[src/rtl/cmsc_pkg.sv]
// Shared types and constants for the millisecond calendar clock.
// Used by cmsc_uptime_mac and calendar_ms_clock_with_uptime; no dependencies.
package cmsc_pkg;

  localparam int UPTIME_W = 48;

  typedef logic [UPTIME_W-1:0] uptime_t;
  typedef logic [2:0]          step_t;

  // Horner steps of the uptime sum: year first, then one step per field
  localparam step_t STEP_FIRST  = 3'd1;
  localparam step_t STEP_DAY    = 3'd2;
  localparam step_t STEP_HOUR   = 3'd3;
  localparam step_t STEP_MINUTE = 3'd4;
  localparam step_t STEP_SECOND = 3'd5;
  localparam step_t STEP_MS     = 3'd6;

  // clock field minus boot field, one bit wider, two's complement
  typedef struct packed {
    logic [8:0] year;
    logic [4:0] month;
    logic [5:0] day;
    logic [5:0] hour;
    logic [6:0] minute;
    logic [6:0] second;
  } diff_t;

  typedef struct packed {
    logic busy;
    logic done;
  } mac_status_t;

  typedef struct packed {
    logic [7:0] year;
    logic [3:0] month;
    logic [4:0] day;
    logic [4:0] hour;
    logic [5:0] minute;
    logic [5:0] second;
  } boot_t;

  // factor that scales the running sum at each step up to the seconds step; 0 for any other
  function automatic logic [9:0] mac_factor(input step_t step);
    case (step)
      STEP_FIRST:  mac_factor = 10'd12;
      STEP_DAY:    mac_factor = 10'd30;
      STEP_HOUR:   mac_factor = 10'd24;
      STEP_MINUTE: mac_factor = 10'd60;
      STEP_SECOND: mac_factor = 10'd60;
      default:     mac_factor = 10'd0;
    endcase
  endfunction

endpackage

[src/rtl/cmsc_uptime_mac.sv]
// Iterative multiply-add unit for the uptime: sum = diff + sum * factor, one step a cycle.
// Depends on cmsc_pkg.
module cmsc_uptime_mac #(
  parameter int TICKS_PER_SECOND = 1000
) (
  input  logic                   clk,
  input  logic                   rst,
  input  logic                   start,
  input  cmsc_pkg::diff_t        diff,
  input  logic [9:0]             ms,
  output cmsc_pkg::mac_status_t  status,
  output cmsc_pkg::uptime_t      seconds,
  output cmsc_pkg::uptime_t      ms_total
);

  localparam logic [9:0] TPS = 10'(TICKS_PER_SECOND);

  cmsc_pkg::step_t   step;
  cmsc_pkg::uptime_t acc;
  cmsc_pkg::uptime_t addend;
  cmsc_pkg::uptime_t prod;
  logic [9:0]        factor;
  logic              busy;
  logic              done;

  assign factor = (step == cmsc_pkg::STEP_MS) ? TPS : cmsc_pkg::mac_factor(step);
  assign prod   = acc * cmsc_pkg::UPTIME_W'(factor);

  always_comb begin
    case (step)
      cmsc_pkg::STEP_FIRST:  addend = {{43{diff.month[4]}}, diff.month};
      cmsc_pkg::STEP_DAY:    addend = {{42{diff.day[5]}}, diff.day};
      cmsc_pkg::STEP_HOUR:   addend = {{42{diff.hour[5]}}, diff.hour};
      cmsc_pkg::STEP_MINUTE: addend = {{41{diff.minute[6]}}, diff.minute};
      cmsc_pkg::STEP_SECOND: addend = {{41{diff.second[6]}}, diff.second};
      default:               addend = {38'd0, ms};
    endcase
  end

  always_ff @(posedge clk) begin
    if (rst) begin
      busy <= 1'b0;
      done <= 1'b0;
      step <= '0;
    end else if (start) begin
      acc  <= {{39{diff.year[8]}}, diff.year};
      step <= cmsc_pkg::STEP_FIRST;
      busy <= 1'b1;
      done <= 1'b0;
    end else if (busy) begin
      if (step == cmsc_pkg::STEP_MS) begin
        ms_total <= prod + addend;
        busy     <= 1'b0;
        done     <= 1'b1;
      end else begin
        acc  <= prod + addend;
        step <= step + 3'd1;
      end
    end
  end

  assign status.busy = busy;
  assign status.done = done;
  assign seconds     = acc;

endmodule

[src/rtl/calendar_ms_clock_with_uptime.sv]
// Millisecond calendar clock with Gregorian carry and uptime since boot.
// Depends on cmsc_pkg and cmsc_uptime_mac.
//
//   channel | handshake            | payload
//   in      | in_valid / in_ready  | func, load_year .. load_millisecond
//   out     | out_valid / out_ready| now_year .. now_millisecond, uptime_seconds, uptime_ms
//
// The clock updates at acceptance, the multiply-add unit is loaded in the next cycle and
// runs six steps of the uptime sum; the result is registered once the unit is done and the
// output is free, and the next request is taken the cycle after.
// rst is synchronous and clears the clock, the boot record and all control.
// A stalled output holds; the next request can run while it waits.
module calendar_ms_clock_with_uptime #(
  parameter int TICKS_PER_SECOND = 1000
) (
  input  logic               clk,
  input  logic               rst,
  input  logic               in_valid,
  output logic               in_ready,
  input  logic               func,
  input  logic [7:0]         load_year,
  input  logic [3:0]         load_month,
  input  logic [4:0]         load_day,
  input  logic [4:0]         load_hour,
  input  logic [5:0]         load_minute,
  input  logic [5:0]         load_second,
  input  logic [9:0]         load_millisecond,
  output logic               out_valid,
  input  logic               out_ready,
  output logic [7:0]         now_year,
  output logic [3:0]         now_month,
  output logic [4:0]         now_day,
  output logic [4:0]         now_hour,
  output logic [5:0]         now_minute,
  output logic [5:0]         now_second,
  output logic [9:0]         now_millisecond,
  output logic signed [47:0] uptime_seconds,
  output logic signed [47:0] uptime_ms
);

  localparam logic [9:0] TPS = 10'(TICKS_PER_SECOND);

  typedef enum logic [1:0] {IDLE, START, RUN} state_t;

  state_t                state;
  cmsc_pkg::boot_t       boot;
  cmsc_pkg::diff_t       diff;
  cmsc_pkg::mac_status_t mac_status;
  cmsc_pkg::uptime_t     mac_seconds;
  cmsc_pkg::uptime_t     mac_ms;

  logic [7:0] cur_year;
  logic [3:0] cur_month;
  logic [4:0] cur_day;
  logic [4:0] cur_hour;
  logic [5:0] cur_minute;
  logic [5:0] cur_second;
  logic [9:0] cur_millisecond;

  logic [7:0] year_next;
  logic [3:0] month_next;
  logic [4:0] day_next;
  logic [4:0] hour_next;
  logic [5:0] minute_next;
  logic [5:0] second_next;
  logic [9:0] millisecond_next;

  logic [9:0] ms_inc;
  logic [6:0] sec_inc;
  logic [6:0] min_inc;
  logic [5:0] hour_inc;
  logic [5:0] day_inc;
  logic [4:0] month_inc;
  logic [5:0] month_len;
  logic       leap;
  logic       accept;
  logic       out_free;
  logic       out_load;

  assign accept   = in_valid && in_ready;
  assign in_ready = (state == IDLE);
  assign out_free = !out_valid || out_ready;
  assign out_load = (state == RUN) && mac_status.done && out_free;

  assign leap = (cur_year[1:0] == 2'd0) && (cur_year != 8'd100) && (cur_year != 8'd200);

  always_comb begin
    case (cur_month)
      4'd2:    month_len = leap ? 6'd29 : 6'd28;
      4'd4:    month_len = 6'd30;
      4'd6:    month_len = 6'd30;
      4'd9:    month_len = 6'd30;
      4'd11:   month_len = 6'd30;
      default: month_len = 6'd31;
    endcase
  end

  assign ms_inc    = cur_millisecond + 10'd1;
  assign sec_inc   = {1'b0, cur_second} + 7'd1;
  assign min_inc   = {1'b0, cur_minute} + 7'd1;
  assign hour_inc  = {1'b0, cur_hour} + 6'd1;
  assign day_inc   = {1'b0, cur_day} + 6'd1;
  assign month_inc = {1'b0, cur_month} + 5'd1;

  // carry chain for one millisecond
  always_comb begin
    year_next        = cur_year;
    month_next       = cur_month;
    day_next         = cur_day;
    hour_next        = cur_hour;
    minute_next      = cur_minute;
    second_next      = cur_second;
    millisecond_next = ms_inc;
    if (ms_inc >= TPS) begin
      millisecond_next = '0;
      second_next      = sec_inc[5:0];
      if (sec_inc >= 7'd60) begin
        second_next = '0;
        minute_next = min_inc[5:0];
        if (min_inc >= 7'd60) begin
          minute_next = '0;
          hour_next   = hour_inc[4:0];
          if (hour_inc >= 6'd24) begin
            hour_next = '0;
            day_next  = day_inc[4:0];
            if (day_inc > month_len) begin
              day_next   = 5'd1;
              month_next = month_inc[3:0];
              if (month_inc > 5'd12) begin
                month_next = 4'd1;
                year_next  = cur_year + 8'd1;
              end
            end
          end
        end
      end
    end
  end

  assign diff.year   = {1'b0, cur_year} - {1'b0, boot.year};
  assign diff.month  = {1'b0, cur_month} - {1'b0, boot.month};
  assign diff.day    = {1'b0, cur_day} - {1'b0, boot.day};
  assign diff.hour   = {1'b0, cur_hour} - {1'b0, boot.hour};
  assign diff.minute = {1'b0, cur_minute} - {1'b0, boot.minute};
  assign diff.second = {1'b0, cur_second} - {1'b0, boot.second};

  cmsc_uptime_mac #(
    .TICKS_PER_SECOND(TICKS_PER_SECOND)
  ) u_mac (
    .clk      (clk),
    .rst      (rst),
    .start    (state == START),
    .diff     (diff),
    .ms       (cur_millisecond),
    .status   (mac_status),
    .seconds  (mac_seconds),
    .ms_total (mac_ms)
  );

  always_ff @(posedge clk) begin
    if (rst) begin
      state           <= IDLE;
      out_valid       <= 1'b0;
      boot            <= '0;
      cur_year        <= '0;
      cur_month       <= '0;
      cur_day         <= '0;
      cur_hour        <= '0;
      cur_minute      <= '0;
      cur_second      <= '0;
      cur_millisecond <= '0;
    end else begin
      if (out_load) begin
        out_valid <= 1'b1;
      end else if (out_ready) begin
        out_valid <= 1'b0;
      end
      case (state)
        IDLE: begin
          if (accept) begin
            if (func) begin
              cur_year        <= load_year;
              cur_month       <= load_month;
              cur_day         <= load_day;
              cur_hour        <= load_hour;
              cur_minute      <= load_minute;
              cur_second      <= load_second;
              cur_millisecond <= load_millisecond;
              boot            <= {load_year, load_month, load_day, load_hour,
                                  load_minute, load_second};
            end else begin
              cur_year        <= year_next;
              cur_month       <= month_next;
              cur_day         <= day_next;
              cur_hour        <= hour_next;
              cur_minute      <= minute_next;
              cur_second      <= second_next;
              cur_millisecond <= millisecond_next;
            end
            state <= START;
          end
        end
        START: begin
          state <= RUN;
        end
        RUN: begin
          if (out_load) begin
            now_year        <= cur_year;
            now_month       <= cur_month;
            now_day         <= cur_day;
            now_hour        <= cur_hour;
            now_minute      <= cur_minute;
            now_second      <= cur_second;
            now_millisecond <= cur_millisecond;
            uptime_seconds  <= mac_seconds;
            uptime_ms       <= mac_ms;
            state           <= IDLE;
          end
        end
        default: begin
          state <= IDLE;
        end
      endcase
    end
  end

`ifndef ASSERT_OFF
  a_load_copies: assert property (@(posedge clk) disable iff (rst)
    (accept && func) |=> (cur_millisecond == $past(load_millisecond)) &&
                         (boot.second == $past(load_second)))
    else $error("load did not reach clock and boot record");

  a_clock_frozen: assert property (@(posedge clk) disable iff (rst)
    (state != IDLE) |=> $stable({cur_year, cur_month, cur_day, cur_hour,
                                 cur_minute, cur_second, cur_millisecond}))
    else $error("clock changed while uptime was being computed");

  a_mac_idle: assert property (@(posedge clk) disable iff (rst)
    (state == IDLE) |-> !mac_status.busy)
    else $error("multiply-add unit busy with no request in flight");
`endif

endmodule
[config.mk]
export PLATFORM = sky130hd
export DESIGN_NAME = calendar_ms_clock_with_uptime
export DESIGN_NICKNAME = d
export VERILOG_FILES = /design/src/rtl/cmsc_pkg.sv /design/src/rtl/cmsc_uptime_mac.sv /design/src/rtl/calendar_ms_clock_with_uptime.sv
export SDC_FILE = /design/constraint.sdc
export NUM_CORES = 1
export LEC_CHECK = 0
export BUFFER_PORTS_ARGS = -buffer_cell sky130_fd_sc_hd__buf_2
export CAP_MARGIN = 10
export CORE_ASPECT_RATIO = 0.9
export CORE_MARGIN = 1.5
export CORE_UTILIZATION = 55
export DETAILED_ROUTE_END_ITERATION = 16
export GPL_TIMING_DRIVEN = 0
export PLACE_DENSITY_LB_ADDON = 0.08
export SYNTH_ARGS = -nofsm -noshare
export SYNTH_HDL_FRONTEND = slang
export SYNTH_SLANG_ARGS = --single-unit
[constraint.sdc]
create_clock -name clk -period 15.55 [get_ports clk]
set_input_delay 2.3325 -clock clk [delete_from_list [all_inputs] [get_ports clk]]
set_output_delay 2.3325 -clock clk [all_outputs]
set_load 0.01 [all_outputs]
==> results of run 1 <==
==> synthesized netlist by cell type, types with 10 or more instances <==
cell type,number
nand3_1,31
edfxtp_1,236
nand4_1,10
a211oi_1,22
fa_1,332
clkbuf_1,85
o21ai_0,89
dfxtp_1,86
o211ai_1,15
o31ai_1,14
nor3_1,16
a31oi_1,13
a22o_1,17
a21o_1,26
nand2_1,398
a21oi_1,143
nor2b_1,25
a21boi_0,13
inv_1,493
xor2_1,26
o21a_1,10
nor2_1,83
xnor2_1,46
and3_1,24
and2_1,61
ha_1,161
nand2b_1,14
==> power by group through the flow <==
stage	logic, mW	clock network, mW	registers, mW
after floorplan	0.511	0	1.02
after global placement	0.708	0	1.04
after detailed placement	0.726	0	1.04
after CTS	0.738	0.997	1.02
after global routing	0.832	1.03	1.02
final	0.739	0.984	1.02
==> cells in the final DEF (no fill, tap or decap), types with 86 or more instances in the layout <==
cell type,count
a21oi_1,142
buf_2,190
clkbuf_1,92
dfxtp_1,86
edfxtp_1,236
fa_1,332
ha_1,161
inv_1,493
nand2_1,398
o21ai_0,89
==> cell families after synthesis <==
group / after synthesis
adder cells (fa/ha/maj): 493
flip-flops: 322
multiplexers: 4
buffers and inverters: 588
AO/OA/AOI/OAI: 453
XOR/XNOR: 73
AND/OR/NAND/NOR: 708
==> metrics by stage <==
step                TNS, ns  utilization, %
finish                    0            62.7
global route              0            62.7
CTS                       0            62.7
detailed placement        0            59.9
global placement    -461.59            59.2
floorplan                 0               -
==> metal layers <==
layer  vias to the layer above  GRT usage [%]
li1                       9145              -
met1                     10200           44.5
met5                         -              0
met4                         0           11.7
met2                       912           48.4
met3                       148           5.83
==> sequential cells by signal (all words and copies together), names as in the netlist, 4 cells and up <==
| register | count |
|---|---|
| uptime_seconds | 48 |
| now_day | 5 |
| cur_hour | 5 |
| uptime_ms | 48 |
| cur_month | 4 |
| u_mac.seconds | 48 |
| cur_day | 5 |
| now_minute | 6 |
| boot | 34 |
| u_mac.ms_total | 48 |
| cur_minute | 6 |
| now_second | 6 |
| now_month | 4 |
| cur_millisecond | 10 |
| now_millisecond | 10 |
| cur_second | 6 |
| cur_year | 8 |
| now_hour | 5 |
| now_year | 8 |
==> cell type report <==
cell class	count	area, um2
timing repair buffer	213	1250
buffer	95	372
fill	3988	17800
multi-input combinational	1731	15600
clock buffer	48	1030
sequential	322	8810
tap	624	781
inverter	493	1850
clock inverter	21	315
==> final timing paths <==
kind | endpoint | depth (start not counted) | slack [ns] | startpoint
setup / recovery | u_mac.seconds[43] | 25 | 5.88 | u_mac.step[2]
hold / removal | uptime_ms[47] | 0 | 0.42 | u_mac.ms_total[47]
setup reg to reg | u_mac.seconds[43] | 25 | 5.88 | u_mac.step[2]
hold reg to reg | uptime_ms[47] | 0 | 0.42 | u_mac.ms_total[47]
==> impl_metrics.tcl, run 1 <==
set metrics [dict create \
    hpwlAfterDp_um 59200 \
    finalCritPeriodShare_pct 62.2 \
    switching_share_pct 32.6 \
    grt_max_degree 23 \
    drive_gt1_share_pct 10.2 \
    wl_met3_um 6680 \
    clock-root-buffer "clkbuf_16" \
    vias 20400 \
    hold_ws_ns 0.416 \
    grt_setup_unrepaired "no" \
    vias_per_cell 5.74 \
    crit_top_cell "fa_1" \
    cts_tree "yes" \
    fin_ws_ns 5.88 \
    fin_crit_ns 9.67 \
    avgSynthCellArea_um2 10.1 \
    ys_seq_area_share_pct 33.1 \
    grt_overflow 0 \
    cts_resized 0 \
    place_area_mm2 0.0287 \
    p_int_mw 1.85 \
    top_layer "met4" \
    grt_use_total_pct 31.4 \
    design_area_mm2 0.0300 \
    status "complete, no violations" \
    max_cap_viol_count 0 \
    design_power_total_mw 2.75 \
    drt-wirelength-per-cell_um 21.2 \
    pre_cts_ws_ns 6.16 \
    drtAntennaViolNets 0 \
    wirelength_um 75200 \
    yosys.area_share.simple_pct 12.2 \
    io_pins 191 \
    slew_violations 0 \
    p_seq_share_pct 37.2 \
    yosys.area_share.adder_pct 32.6 \
    die_w_um 235 \
    yosys.area_share.xor_xnor_pct 2.46 \
    final_cells 3547 \
    synthToLayoutAreaGrowth_pct 12.9 \
    antenna_found_initial 0 \
    nets 3436 \
    synth_compound_area_share_pct 11.1 \
    htree_levels 2 \
    drt_iter0_drc 1628 \
    synth_cell_types 84 \
    async_flop_share_pct 0 \
    num_rows 76 \
    syn_area_mm2 0.0266 \
    clockBufferDepth 3 \
    powerDensity_mw_per_mm2 91.5 \
    drtPass1Iterations 8 \
    core_mm2 0.0478 \
    grt_pass1_vias 20700 \
    final-hold-violation-count 0 \
    fp.dieArea_mm2 0.0497 \
    synth_top_family_by_area "adder cells" \
    synth_ff_type "edfxtp_1" \
    slowest_delay_ns 1.04 \
    hold_path.class "flop to flop" \
    fmax_mhz 103 \
    grt_pass1_wl_um 118000 \
    drt_drc_violations_left 0 \
    path_clk_slew_ns 0.06 \
    p_sw_uw 896 \
    synth_cells 2641 \
    hold_buffers 0 \
    power_frac_comb_pct 26.9 \
    crit_type "flop to flop" \
    crit_required_ns 15.97 \
    post-cts-setup-buffers 0 \
    synth_edf_count 236 \
    end_kind "flop" \
    crit_family "adder cells" \
    diodes 0 \
    wl_met1_um 32200 \
    relSlewSlack_pct 11.5 \
    slowest_stage "a21oi_1" \
    cp_max_fo 10 \
    critPathArrivalTime_ns 10.09 \
    wl_met2_um 33600 \
    path_buf_inv 7 \
    yosys-top-cells-area "edfxtp_1 (27%), fa_1 (25%), ha_1 (7.6%), inv_1 (7.0%), dfxtp_1 (6.5%)" \
    ir_drop_v 0.0000727 \
    final-setup-viol-count 0 \
    gp_congestion 0.938 \
    yosysTopAreaCellShare_pct 26.7 \
    tightest_slew_ns 1.33 \
    synth_nets 3183 \
    skew_ns 0.0156 \
    die_height_um 212 \
    io_buffers 189 \
    clock_latency_ns 0.57 \
    ys_ff_latch 322 \
    pwr-share-clk_pct 35.8 \
    clock_sinks 322 \
    start_kind "flop" \
    cts_buffers 38 \
    dpl.cell_count 3478 \
    ys_warn_count 0 \
    synth_mux_area_share_pct 0.151 \
    start_util_pct 55.6 \
    p_leak_nw 13.9 \
    yosysTopAreaCell "edfxtp_1" \
]
No activity file was read; power rests on OpenSTA's default activity.
==> inputs of run 2 (changes only) <==
Clock period 15.55 ns to 9.53 ns, I/O delays scaled along.
==> run 2 against run 1 <==
Net effect:
- fmax is 3.4% higher
- first-iteration DRC count is 12% higher
- clock power is 68% higher
- sequential share of layout area is 0.087 points lower
- final area is 0.30% higher
- critical path depth is 1 higher
- non-clock buffer count is 3 lower
- total power is 65% higher
- count of clock-buffer cells in the layout is 1 higher
- worst hold slack hardly changed
- via count is 0.65% higher
- sequential cell count stayed put
==> impl_metrics.tcl, run 2 (synthesized netlist as in run 1, its figures left out) <==
set metrics [dict create \
    nets 3434 \
    holdPathStages 0 \
    hpwlAfterDp_um 59700 \
    r2r_cells 26 \
    clockBufferDepth 3 \
    switching_share_pct 33.0 \
    core_mm2 0.0478 \
    drtAntennaViolNets 0 \
    r2r-start "u_mac.step[2]" \
    io_buffers 189 \
    final-hold-violation-count 0 \
    ir_drop_v 0.000150 \
    p_int_mw 3.04 \
    tightest_slew_ns 1.10 \
    min_from "u_mac.ms_total[46]" \
    nFillCells 3970 \
    dpl.cell_count 3474 \
    antenna_found_initial 0 \
    finalCritPeriodShare_pct 98.2 \
    gp_congestion 0.923 \
    slew_violations 0 \
    synthToLayoutAreaGrowth_pct 13.2 \
    drt-wirelength-per-cell_um 21.4 \
    final_cell_mix "inv_1 (493), nand2_1 (398), fa_1 (332)" \
    fmax_mhz 107 \
    grt_overflow 0 \
    io_pins 191 \
    power_frac_comb_pct 26.7 \
    skew_ns 0.0191 \
    vias 20500 \
    drive_gt1_share_pct 10.4 \
    drtPass1Iterations 7 \
    clock_sinks 322 \
    num_rows 76 \
    p_seq_share_pct 36.8 \
    clock-root-buffer "clkbuf_16" \
    reg2reg_slack_ns 0.18 \
    crit_start "u_mac.step[2]" \
    hold_path.class "flop to flop" \
    pwr-share-clk_pct 36.5 \
    r2r-end "u_mac.seconds[43]" \
    crit_type "flop to flop" \
    die_height_um 212 \
    final_cells 3547 \
    fin_crit_ns 9.35 \
    grt_pass1_vias 20900 \
    cts_buffers 39 \
    path_clk_slew_ns 0.06 \
    grt_setup_unrepaired "no" \
    die_w_um 235 \
    fp.dieArea_mm2 0.0497 \
    cp-endpoint "u_mac.seconds[43]" \
    hold_ws_ns 0.416 \
    crit_required_ns 9.96 \
    cp_max_fo 10 \
    end_kind "flop" \
    cts_tree "yes" \
    design_power_total_mw 4.54 \
    grt_pass1_wl_um 119000 \
    max_cap_viol_count 0 \
    powerDensity_mw_per_mm2 151 \
    status "complete, no violations" \
    setup-tns-final_ns 0 \
    grt_max_degree 23 \
    relSlewSlack_pct 25.9 \
    final_common_cell "inv_1" \
    p_leak_nw 13.9 \
    diodes 0 \
    drt_drc_violations_left 0 \
    start_util_pct 55.6 \
    drt_iter0_drc 1818 \
    vias_per_cell 5.78 \
    grt_use_total_pct 31.4 \
    htree_levels 2 \
    final-setup-viol-count 0 \
    start_kind "flop" \
    wirelength_um 75800 \
    clock_latency_ns 0.58 \
    p_sw_mw 1.50 \
    critPathArrivalTime_ns 9.79 \
]
run 2: cell type report:
cell class	count	area (um2)	area share, %
multi-input cells	1731	15600	51.9
flip-flops and latches	322	8810	29.3
inverters	493	1850	6.15
repair buffers	210	1270	4.22
clock buffers	49	1040	3.47
well taps	624	781	2.59
plain buffers	95	379	1.26
clock inverters	23	349	1.16
run 2: worst min path at each step:
stage               endpoint
2_1_floorplan   uptime_ms[0]
3_3_place_gp   uptime_ms[25]
3_5_place_dp   uptime_ms[28]
4_1_cts        uptime_ms[46]
5_1_grt        uptime_ms[34]
6_report       uptime_ms[46]
run 2: routing by layer:
layer	global-route usage, %	wire [um]	up-vias
met5	0	0	-
met4	10.1	2390	0
met1	43.6	32300	10300
met2	50.0	34600	896
met3	6.13	6460	148
li1	-	-	9151
run 2: metrics by stage:
| step | instance area [um2] | worst slack [ns] | util, % |
|---|---|---|---|
| after floorplan | 26600 | 1.50 | - |
| after global placement | 28300 | -2.54 | 59.2 |
| after detailed placement | 28700 | 0.224 | 60.0 |
| after CTS | 30100 | 0.191 | 62.9 |
| after global routing | 30100 | 0.0377 | 62.9 |
| final | 30100 | 0.176 | 62.9 |
run 2: power groups by stage:
stage	registers, mW	clock network (mW)	logic (mW)
after floorplan	1.66	0	0.834
after detailed placement	1.69	0	1.19
final	1.67	1.65	1.21
after CTS	1.67	1.68	1.21
after global placement	1.70	0	1.16
after global routing	1.67	1.72	1.36
run 2: critical path, stage by stage, from the launching register on:
cell	delay, ns
dfxtp_1	0.31
buf_2	0.17
clkbuf_1	0.29
inv_1	0.18
ha_1	0.41
nor2_1	0.09
a21oi_1	0.57
buf_4	0.30
clkbuf_1	0.83
and2_1	0.26
fa_1	0.44
fa_1	0.48
fa_1	0.53
fa_1	0.54
inv_1	0.05
fa_1	0.52
inv_1	0.04
ha_1	0.26
clkbuf_1	0.35
nand4_1	0.24
nor4b_1	0.60
o211ai_1	0.30
and3_1	0.26
a21oi_1	0.26
a31oi_1	0.27
or4_1	0.52
nand3_1	0.10
run 2: what timing repair did:
action,in CTS,in global routing
gates resized for setup,0,6
buffers inserted,0,0
endpoints found under the setup margin,0,6
hold endpoints to repair,0,0
hold buffers,0,0
==> inputs of run 3 (changes only) <==
==> constraint.sdc (replaced) <==
create_clock -name clk -period 11.65 [get_ports clk]
set_input_delay 1.7475 -clock clk [delete_from_list [all_inputs] [get_ports clk]]
set_output_delay 1.7475 -clock clk [all_outputs]
set_load 0.05 [all_outputs]
==> run 3 against run 2 <==
Net effect:
- total power shrank 18%
- critical path depth shrank 3
- final cell count is essentially flat
- critical endpoint unchanged
- worst hold slack lost 0.00098 ns
- non-clock buffer count is the same
- first-iteration DRC count shrank 7.0%
- final area is essentially flat
- sequential cell count is the same
- die area is the same
==> impl_metrics.tcl, run 3 (synthesized netlist as in run 1, its figures left out) <==
set metrics [dict create \
    status "complete, no violations" \
    pre_cts_ws_ns 2.34 \
    place_area_mm2 0.0287 \
    dpl.cell_count 3474 \
    nets 3434 \
    grt_max_degree 23 \
    io_buffers 189 \
    cp_max_fo 10 \
    powerDensity_mw_per_mm2 123 \
    cts_buffers 39 \
    fmax_mhz 107 \
    core_mm2 0.0478 \
    crit_required_ns 12.08 \
    drtAntennaViolNets 0 \
    start_util_pct 55.6 \
    grt_overflow 0 \
    synthToLayoutAreaGrowth_pct 13.2 \
    pwr-share-clk_pct 36.4 \
    max_cap_viol_count 0 \
    power_frac_comb_pct 26.8 \
    antenna_found_initial 0 \
    fp.dieArea_mm2 0.0497 \
    die_height_um 212 \
    clock_sinks 322 \
    gp_congestion 0.923 \
    finalCritPeriodShare_pct 80.6 \
    end_kind "flop" \
    final-hold-violation-count 0 \
    critPathArrivalTime_ns 9.82 \
    crit_type "flop to flop" \
    fin_ws_ns 2.26 \
    skew_ns 0.0205 \
    grt_pass1_wl_um 119000 \
    io_pins 191 \
    p_sw_mw 1.22 \
    p_int_mw 2.49 \
    drt_iter0_drc 1690 \
    vias 20400 \
    fin_crit_ns 9.39 \
    clock-root-buffer "clkbuf_16" \
    hold_path.class "flop to flop" \
    path_clk_slew_ns 0.06 \
    slew_violations 0 \
    p_leak_nw 13.9 \
    drt-wirelength-per-cell_um 21.4 \
    post-cts-setup-buffers 0 \
    p_seq_share_pct 36.8 \
    hpwlAfterDp_um 59700 \
    final_cell_mix "inv_1 (493), nand2_1 (398), fa_1 (332)" \
    tightest_slew_ns 1.09 \
    design_power_total_mw 3.71 \
    ir_drop_v 0.000124 \
    num_rows 76 \
    drive_gt1_share_pct 10.3 \
    grt_use_total_pct 31.4 \
    final_common_cell "inv_1" \
    clockBufferDepth 3 \
    vias_per_cell 5.76 \
    htree_levels 2 \
    design_area_mm2 0.0301 \
    start_kind "flop" \
    die_w_um 235 \
    drt_drc_violations_left 0 \
    grt_setup_unrepaired "no" \
    final_cells 3548 \
    final-setup-viol-count 0 \
    relSlewSlack_pct 27.4 \
    hold_ws_ns 0.415 \
    cts_resized 0 \
    drtPass1Iterations 5 \
    switching_share_pct 33.0 \
    hold_buffers 0 \
    clock_latency_ns 0.58 \
    grt_pass1_vias 20900 \
    wirelength_um 75800 \
    cts_tree "yes" \
]
==> run 3: changes by cell type in the layout (fill, tap and decap cells not counted), sizes merged <==
cell           before  now
clkbuf            135  136
diode               0    1
clkdlybuf4s15       1    0
==> run 3: power groups by stage <==
stage	Sequential (mW)	Clock, mW	Combinational (mW)
2_1_floorplan	1.36	0	0.684
3_3_place_gp	1.39	0	0.947
3_5_place_dp	1.39	0	0.973
4_1_cts	1.36	1.37	0.990
5_1_grt	1.37	1.41	1.11
6_report	1.36	1.35	0.994
==> run 3: stage by stage <==
step           setup TNS, ns  util [%]
2_1_floorplan              0         -
3_3_place_gp           -5.64      59.2
3_5_place_dp               0      60.0
4_1_cts                    0      62.9
5_1_grt                    0      62.9
6_report                   0      62.9
==> run 3: worst max-delay path: stages, from the launching register on <==
cell	delay (ns)
dfxtp_1	0.33
inv_1	0.12
ha_1	0.25
clkbuf_1	0.41
nor2b_1	0.70
clkbuf_1	0.74
clkbuf_1	0.73
nand2_1	0.19
fa_1	0.60
fa_1	0.45
fa_1	0.56
fa_1	0.43
fa_1	0.50
inv_1	0.04
ha_1	0.25
clkbuf_1	0.37
nand4_1	0.26
nor4b_1	0.59
nor2b_1	0.24
o2111ai_1	0.25
a21oi_1	0.32
a31oi_1	0.27
or4_1	0.53
nand3_1	0.10
==> run 3: layout make-up <==
cell class	instances	area (um2)
inverters	493	1850
flip-flops and latches	322	8810
clock inverters	23	349
multi-input cells	1731	15600
clock buffers	49	1040
fillers	3968	17800
diodes	1	2.50
plain buffers	95	372
well taps	624	781
repair buffers	210	1270
==> run 3: routing by layer <==
layer	GRT usage, %	share of wire, %	routed length, um
met5	0	0	0
met4	10.1	3.0	2250
met3	6.13	8.4	6400
met2	50.0	46	34800
met1	43.6	43	32400
==> run 3: worst paths after layout <==
kind,startpoint,to,slack [ns],depth (start not counted)
worst max-delay path,u_mac.step[0],u_mac.seconds[43],2.26,23
worst min-delay path,u_mac.ms_total[46],uptime_ms[46],0.42,0
worst max register to register,u_mac.step[0],u_mac.seconds[43],2.26,23
worst min register to register,u_mac.ms_total[46],uptime_ms[46],0.42,0
